<file path="config.mk">
export PLATFORM = sky130hd
export DESIGN_NAME = tlmtc_ctrl
export DESIGN_NICKNAME = d
export VERILOG_FILES = /design/src/design/tlmtc_pkg.sv /design/src/design/tlmtc_ctrl.sv
export SDC_FILE = /design/constraint.sdc
export NUM_CORES = 1
export LEC_CHECK = 0
export BUFFER_PORTS_ARGS = -buffer_cell sky130_fd_sc_hd__clkbuf_2
export CORE_AREA = 2 2 39 41
export CTS_CLUSTER_DIAMETER = 150
export DETAILED_ROUTE_END_ITERATION = 8
export DIE_AREA = 0 0 41 43
export GPL_TIMING_DRIVEN = 0
export RECOVER_POWER = 100
export SLEW_MARGIN = 20
export SYNTH_ARGS = -nofsm -noshare
export SYNTH_HDL_FRONTEND = slang
export SYNTH_SLANG_ARGS = --single-unit
</file>
<file path="constraint.sdc">
create_clock -name clk -period 1.98 [get_ports clk]
set_input_delay 0.198 -clock clk [delete_from_list [all_inputs] [get_ports clk]]
set_output_delay 0.198 -clock clk [all_outputs]
set_load 0.01 [all_outputs]
</file>
<file path="src/design/tlmtc_pkg.sv">
// Shared constants, codes and controller/datapath interface types of the trie token counter.
package tlmtc_pkg;

	localparam int MAX_NODES_DEF     = 1024;
	localparam int MAX_TOKEN_LEN_DEF = 64;
	localparam int COUNT_W           = 24;
	localparam int STATUS_W          = 2;
	localparam int BYTE_W            = 8;
	localparam int OUT_TDATA_W       = 32;

	localparam logic [STATUS_W-1:0] ST_STORED   = 2'd0;
	localparam logic [STATUS_W-1:0] ST_FULL     = 2'd1;
	localparam logic [STATUS_W-1:0] ST_TOO_LONG = 2'd2;

	localparam logic FUNC_VOCAB  = 1'b0;
	localparam logic FUNC_TEXT   = 1'b1;
	localparam logic KIND_COUNT  = 1'b0;
	localparam logic KIND_INSERT = 1'b1;

	typedef struct packed {
		logic clr_wr;
		logic accept_ins;
		logic accept_text;
		logic ins_skip;
		logic ct_rd_ins;
		logic ins_eval;
		logic ins_end;
		logic la_rd;
		logic ct_rd_scan;
		logic scan_eval;
		logic take;
		logic text_done;
	} ctl_cmd_t;

	typedef struct packed {
		logic clr_last;
		logic ins_blocked;
		logic pos_lt_fill;
		logic must_take;
		logic last;
		logic out_free;
	} dp_stat_t;

endpackage

</file>
<file path="src/design/tlmtc_ctrl.sv">
// Controller state machine that sequences clearing, trie inserts and the text walk.
module tlmtc_ctrl
	import tlmtc_pkg::*;
(
	input  logic     clk,
	input  logic     arst_n,
	input  logic     in_valid,
	input  logic     in_func,
	output logic     in_ready,
	input  dp_stat_t stat,
	output ctl_cmd_t cmd
);

	localparam logic [3:0] S_CLEAR    = 4'd0;
	localparam logic [3:0] S_IDLE     = 4'd1;
	localparam logic [3:0] S_INS_RD   = 4'd2;
	localparam logic [3:0] S_INS_EVAL = 4'd3;
	localparam logic [3:0] S_INS_END  = 4'd4;
	localparam logic [3:0] S_SCAN     = 4'd5;
	localparam logic [3:0] S_LA_WAIT  = 4'd6;
	localparam logic [3:0] S_CT_WAIT  = 4'd7;
	localparam logic [3:0] S_EMIT     = 4'd8;

	logic [3:0] state_q;
	logic [3:0] state_d;

	assign in_ready = (state_q == S_IDLE);

	always_comb begin
		cmd     = '0;
		state_d = state_q;
		case (state_q)
			S_CLEAR: begin
				cmd.clr_wr = 1'b1;
				if (stat.clr_last) begin
					state_d = S_IDLE;
				end
			end
			S_IDLE: begin
				if (in_valid) begin
					if (in_func == FUNC_TEXT) begin
						cmd.accept_text = 1'b1;
						state_d         = S_SCAN;
					end else begin
						cmd.accept_ins = 1'b1;
						state_d        = S_INS_RD;
					end
				end
			end
			S_INS_RD: begin
				if (stat.ins_blocked) begin
					cmd.ins_skip = 1'b1;
					state_d      = S_INS_END;
				end else begin
					cmd.ct_rd_ins = 1'b1;
					state_d       = S_INS_EVAL;
				end
			end
			S_INS_EVAL: begin
				cmd.ins_eval = 1'b1;
				state_d      = S_INS_END;
			end
			S_INS_END: begin
				if (!stat.last) begin
					state_d = S_IDLE;
				end else if (stat.out_free) begin
					cmd.ins_end = 1'b1;
					state_d     = S_IDLE;
				end
			end
			S_SCAN: begin
				if (stat.pos_lt_fill) begin
					cmd.la_rd = 1'b1;
					state_d   = S_LA_WAIT;
				end else if (stat.must_take) begin
					cmd.take = 1'b1;
				end else if (stat.last) begin
					state_d = S_EMIT;
				end else begin
					state_d = S_IDLE;
				end
			end
			S_LA_WAIT: begin
				cmd.ct_rd_scan = 1'b1;
				state_d        = S_CT_WAIT;
			end
			S_CT_WAIT: begin
				cmd.scan_eval = 1'b1;
				state_d       = S_SCAN;
			end
			S_EMIT: begin
				if (stat.out_free) begin
					cmd.text_done = 1'b1;
					state_d       = S_IDLE;
				end
			end
			default: begin
				state_d = S_IDLE;
			end
		endcase
	end

	always_ff @(posedge clk or negedge arst_n) begin
		if (!arst_n) begin
			state_q <= S_CLEAR;
		end else begin
			state_q <= state_d;
		end
	end

endmodule

</file>
==> results of run 1 <==
-- report_power, final --
part,total [mW],switching (mW),internal [mW]
sequential,0.128,0.0162,0.112
clock,0.0993,0.0317,0.0676
combinational,0.532,0.317,0.215
total,0.759,0.365,0.394
-- layout by cell type, fill, tap and decap left out, drive strengths merged, types with 2 or more instances in the layout --
cell type / netlist / routed
clkbuf: 1 / 27
nor2: 7 / 7
nand2: 6 / 6
nand2b: 4 / 4
dfrtp: 4 / 4
nor2b: 3 / 3
and3: 3 / 3
o21ai: 3 / 3
buf: 4 / 3
inv: 2 / 2
nor4: 2 / 2
a21oi: 2 / 2
nand3b: 2 / 2
nor3: 2 / 2
-- area by class of cell --
class | instances | area (um^2)
Clock buffer | 3 | 22.5
Inverter | 2 | 7.51
Timing Repair Buffer | 23 | 105
Multi-Input combinational cell | 49 | 320
Fill cell | 152 | 781
Tap cell | 16 | 20.0
Sequential cell | 4 | 100
Buffer | 5 | 27.5
-- stage by stage --
step / cells / setup slack, ns
floorplan: 60 / 0.335
global placement: 98 / 0.321
detailed placement: 98 / 0.315
CTS: 102 / 0.119
global route: 102 / 0.0199
finish: 102 / 0.155
-- logic make-up after synthesis --
logic type,after synthesis
buf+inv,7
compound gates,12
simple gates,36
mux,1
flops,4
-- what timing repair did --
action	CTS	global route
hold buffers	1	0
endpoints found under the hold margin	4	0
setup endpoints to repair	0	3
gates resized for setup	0	2
-- worst paths after layout --
check | to | slack [ns] | cells past startpoint
setup reg to reg | state_q[0]$_DFFE_PN0P_ | 0.21 | 5
hold reg to reg | state_q[3]$_DFFE_PN0P_ | 0.68 | 2
hold / removal | state_q[3]$_DFFE_PN0P_ | 0.21 | 2
max in group asynchronous | state_q[3]$_DFFE_PN0P_ | 1.48 | 2
setup / recovery | cmd[9] | 0.16 | 5
min in group asynchronous | state_q[0]$_DFFE_PN0P_ | 0.32 | 2
-- metal layers --
layer	part of all wire (%)	up-vias
met5	0	-
met4	1.9	0
met1	44	244
met3	7.8	6
li1	-	275
met2	46	25
-- worst register-to-register path, stage by stage, from the launching register on --
cell and delay (ns):
dfrtp_1 0.36, buf_6 0.13, or4b_1 0.62, o21ai_4 0.10
nand2b_1 0.11, a221o_1 0.32
==> metrics.yaml, run 1 <==
outcome:
  status: "finished, final reports clean"
timing:
  min_period_ns: 1.82
  relSlewSlack_pct: 65.5
  maxSlewViolCount: 0
  setup_viol: 0
  holdWs_ns: 0.211
  rsz0062_at_grt: "false"
  fmax_ghz: 0.548
  finalHoldViolations: 0
  skew_ns: 0.000226
  fin_setup_tns_ns: 0
  fin_crit_sh_pct: 92.2
  tightest_slew_ns: 0.517
setup_path:
  crit_path_max_fanout: 10
  crit_start: "state_q[3]$_DFFE_PN0P_"
  critPathBufInv: 2
  cp.required_ns: 1.78
  slowest_stage: "dfrtp_1"
  slowest_delay_ns: 0.38
  cp_common_cell: "clkbuf_1"
  cpLargestDelayFamily: "simple AND/OR/NAND/NOR gates"
  crit_chain: "clkbuf_1, nand2b_1, nor3_2, and3_1, clkbuf_1"
  setup.worst_path.end_class: "primary output"
  cp.arrival_ns: 1.63
  path_class: "flip-flop to primary output"
  r2r_start: "state_q[1]$_DFFE_PN0P_"
  startpoint_type: "flip-flop"
run:
  cap_viol_max_count: 0
route:
  viasPerCell: 5.39
  drtAntennaViolNets: 0
  drc: 0
  drt_iter0_drc: 16
  routed_wl_um: 1220
  routedWlPerCell_um: 12.0
  drtPass1Iterations: 4
  route.vias.total: 550
logic_synthesis:
  synth_top_family_by_area: "simple AND/OR/NAND/NOR gates"
  synth_xor_area_share_pct: 0
  synth_warnings: 0
  syn_inst: 60
  synth_common_cells: "nor2_1 (7), nand2_1 (6), dfrtp_1 (4)"
  synth-simple-area-share_pct: 47.8
  syn-num-nets: 70
  synth_edf_count: 0
  synth_top_cell_area_share_pct: 21.7
  avgSynthCellArea_um2: 7.67
  yosysSeqAreaShare_pct: 21.7
  synth_mux_area_share_pct: 2.17
  synth.most_common_cell: "nor2_1"
  synth_compound_area_share_pct: 20.4
  synth_area_um2: 460
  synth_cell_types: 33
  yosys.area.top_type: "dfrtp_1"
  async_reset_ff_share_pct: 100
  synth_area_leaders: "dfrtp_1 (22%), nor2_1 (5.7%), nand2_1 (4.9%), and3_1 (4.1%), nand2b_1 (4.1%)"
  synth_fa_ha_area_share_pct: 0
  synth.ff_latch_count: 4
  dominantRegCellSynth: "dfrtp_1"
die:
  start_util_pct: 33.3
  dieArea_um2: 1760
  die_h_um: 43
  core_um2: 1380
  die_x_um: 41
  placementRows: 14
  ioPinCount: 23
clocking:
  clock_latency_ns: 0.23
  cts_setup_buffers: 0
  clock_path_buffers: 2
  cts_buffers: 3
  cts_tree: "done"
  cts_sinks: 4
  path_clk_slew_ns: 0.03
  cts_root_buf: "clkbuf_4"
  htreeDepth: 1
grt:
  overflow: 0
  grt_util_met3_pct: 4.19
  grt_use_met2_pct: 21.3
  grt.busiest_layer: "met1"
  grt_pass1_vias: 461
  grt_antenna_before_repair: 0
  grt_use_met1_pct: 22.9
  grt_use_total_pct: 16.3
  grt_max_degree: 11
  grt_pass1_wl_um: 2010
cells_and_area:
  largest-register: "state_q"
  drive_gt1_share_pct: 20.9
  fin_area_um2: 603
  nNetsFinal: 98
  fin_util_pct: 43.6
  largest_reg_flops: 4
  reg_top3: "state_q (4)"
  syn_to_final_growth_pct: 31.0
  antenna_cells: 0
hold_path:
  hp-start: "stat[0]"
  hp-class: "primary input to flip-flop"
power:
  p_per_area_nw_per_um2: 1260
  p_leak_nw: 0.260
  finalPower_mw: 0.759
  peakVddDrop_mv: 0.478
placement:
  io_buffers: 22
  place_area_um2: 591
  place_congestion: 0.785
  dpl.hpwl_um: 931
No activity file was read; power rests on OpenSTA's default activity.
==> run 2, diff against run 1 <==
Settings changed: CORE_AREA 2 2 39 41 to 4 4 41 43, DIE_AREA 0 0 41 43 to 0 0 45 47, SLEW_MARGIN 20 to not set.
==> run 2 against run 1 <==
Sequential share of layout area grew 0.21 points. Largest cell class unchanged. First-iteration DRC count shrank 6.3%. Clock-buffer cell count is the same. Register-to-register slack lost 0.08 ns. Die area grew 20%. Design area shrank 1.2%. Maximum frequency shrank 1.5%. Critical path type is now flip-flop to flip-flop.
==> metrics.yaml, run 2 (same netlist as run 1, synthesis figures left out) <==
grt:
  grt_use_met1_pct: 18.1
  grt_use_total_pct: 13.4
  grt_antenna_before_repair: 0
  overflow: 0
  grt_use_met2_pct: 21.2
  grt.busiest_layer: "met2"
  grt_max_degree: 11
  grt_pass1_vias: 471
  grt_util_met3_pct: 5.75
  grt_pass1_wl_um: 2080
placement:
  io_buffers: 22
  place_area_um2: 589
  dpl.hpwl_um: 990
  place_congestion: 0.790
timing:
  maxSlewViolCount: 0
  finalHoldViolations: 0
  relSlewSlack_pct: 72.4
  fin_setup_tns_ns: 0
  skew_ns: 0.00221
  rsz0062_at_grt: "false"
  fmax_ghz: 0.540
  setup_viol: 0
  fin_crit_sh_pct: 93.6
  tightest_slew_ns: 0.409
  min_period_ns: 1.85
run:
  cap_viol_max_count: 0
setup_path:
  slowest_stage: "or4b_1"
  crit_start: "state_q[1]$_DFFE_PN0P_"
  path_class: "flip-flop to flip-flop"
  crit_path_max_fanout: 8
  rr_worst_depth: 5
  cp.arrival_ns: 1.96
  r2r_start: "state_q[1]$_DFFE_PN0P_"
  setup.worst_path.end_class: "flip-flop"
  crit_chain: "buf_6, or4b_1, o21ai_0, nand2b_4, a221o_1"
  cp.required_ns: 2.09
  startpoint_type: "flip-flop"
  slowest_delay_ns: 0.59
clocking:
  cts_root_buf: "clkbuf_4"
  cts_buffers: 3
  cts_sinks: 4
  cts_tree: "done"
  path_clk_slew_ns: 0.04
  clock_path_buffers: 2
  clock_latency_ns: 0.23
  htreeDepth: 1
route:
  drtAntennaViolNets: 0
  drc: 0
  viasPerCell: 5.40
  routed_wl_um: 1300
  drt_iter0_drc: 15
  routedWlPerCell_um: 12.9
  route.vias.total: 545
  drtPass1Iterations: 4
hold_path:
  hp-class: "primary input to flip-flop"
  hold_path_depth: 2
  hp-start: "stat[0]"
die:
  start_util_pct: 35.4
  die_x_um: 45
  die_h_um: 47
  placementRows: 13
  dieArea_um2: 2120
  core_um2: 1300
  ioPinCount: 23
power:
  p_leak_nw: 0.269
  p_per_area_nw_per_um2: 1270
  peakVddDrop_mv: 0.393
  finalPower_mw: 0.756
cells_and_area:
  fin_area_um2: 596
  nNetsFinal: 98
  fillers: 149
  reg_top3: "state_q (4)"
  largest-register: "state_q"
  final_common_cell: "clkbuf_2"
  mostFrequentLayoutCells: "clkbuf_2 (15), clkbuf_1 (11), nor2_1 (7), nand2_1 (6), dfrtp_1 (4)"
  syn_to_final_growth_pct: 29.3
  antenna_cells: 0
  drive_gt1_share_pct: 23.3
  largest_reg_flops: 4
outcome:
  status: "finished, final reports clean"
run 2: through the flow:
| step | hold WS [ns] | utilization, % | worst slack [ns] | std cells |
|---|---|---|---|---|
| after floorplan | -0.0976 | - | 0.335 | 60 |
| after global placement | 0.00415 | 45.3 | 0.287 | 97 |
| after detailed placement | 0.00713 | 45.3 | 0.292 | 97 |
| after CTS | 0.215 | 47.8 | 0.0976 | 101 |
| after global routing | 0.235 | 45.8 | 0.0253 | 101 |
| final | 0.224 | 45.8 | 0.128 | 101 |
run 2: final cells by class:
class,count,area [um^2],share of cell area (%)
Inverter,2,7.51,1.26
Timing Repair Buffer,23,110,18.5
Buffer,5,27.5,4.62
Tap cell,15,18.8,3.15
Clock buffer,3,22.5,3.78
Multi-Input combinational cell,49,309,51.9
Sequential cell,4,100,16.8
run 2: final timing paths:
path | slack (ns) | to
setup / recovery | 0.13 | state_q[0]$_DFFE_PN0P_
hold / removal | 0.22 | state_q[3]$_DFFE_PN0P_
setup reg to reg | 0.13 | state_q[0]$_DFFE_PN0P_
hold reg to reg | 0.64 | state_q[3]$_DFFE_PN0P_
max in group asynchronous | 1.46 | state_q[0]$_DFFE_PN0P_
min in group asynchronous | 0.34 | state_q[2]$_DFFE_PN0P_
run 2: per-layer routing:
metal,up-vias,wire length (um)
met2,18,623
met1,252,588
met3,0,91
met4,0,0
met5,-,0
li1,275,-
run 2: timing repair:
item	CTS	global route
buffers inserted	0	0
setup endpoints to repair	0	2
resized for setup	0	2
hold endpoints to repair	4	0
hold buffers	1	0
run 2: power breakdown:
| group | internal, mW | switching [mW] |
|---|---|---|
| logic | 0.214 | 0.315 |
| clock network | 0.0676 | 0.0300 |
| registers | 0.112 | 0.0182 |
run 2: worst max-delay path: cells and delay by family, from the launching register on:
kind / cells / cell delay [ns]
AO/OA/AOI/OAI: 2 / 0.54
buffers and inverters: 1 / 0.13
flip-flops: 1 / 0.36
AND/OR/NAND/NOR: 2 / 0.70
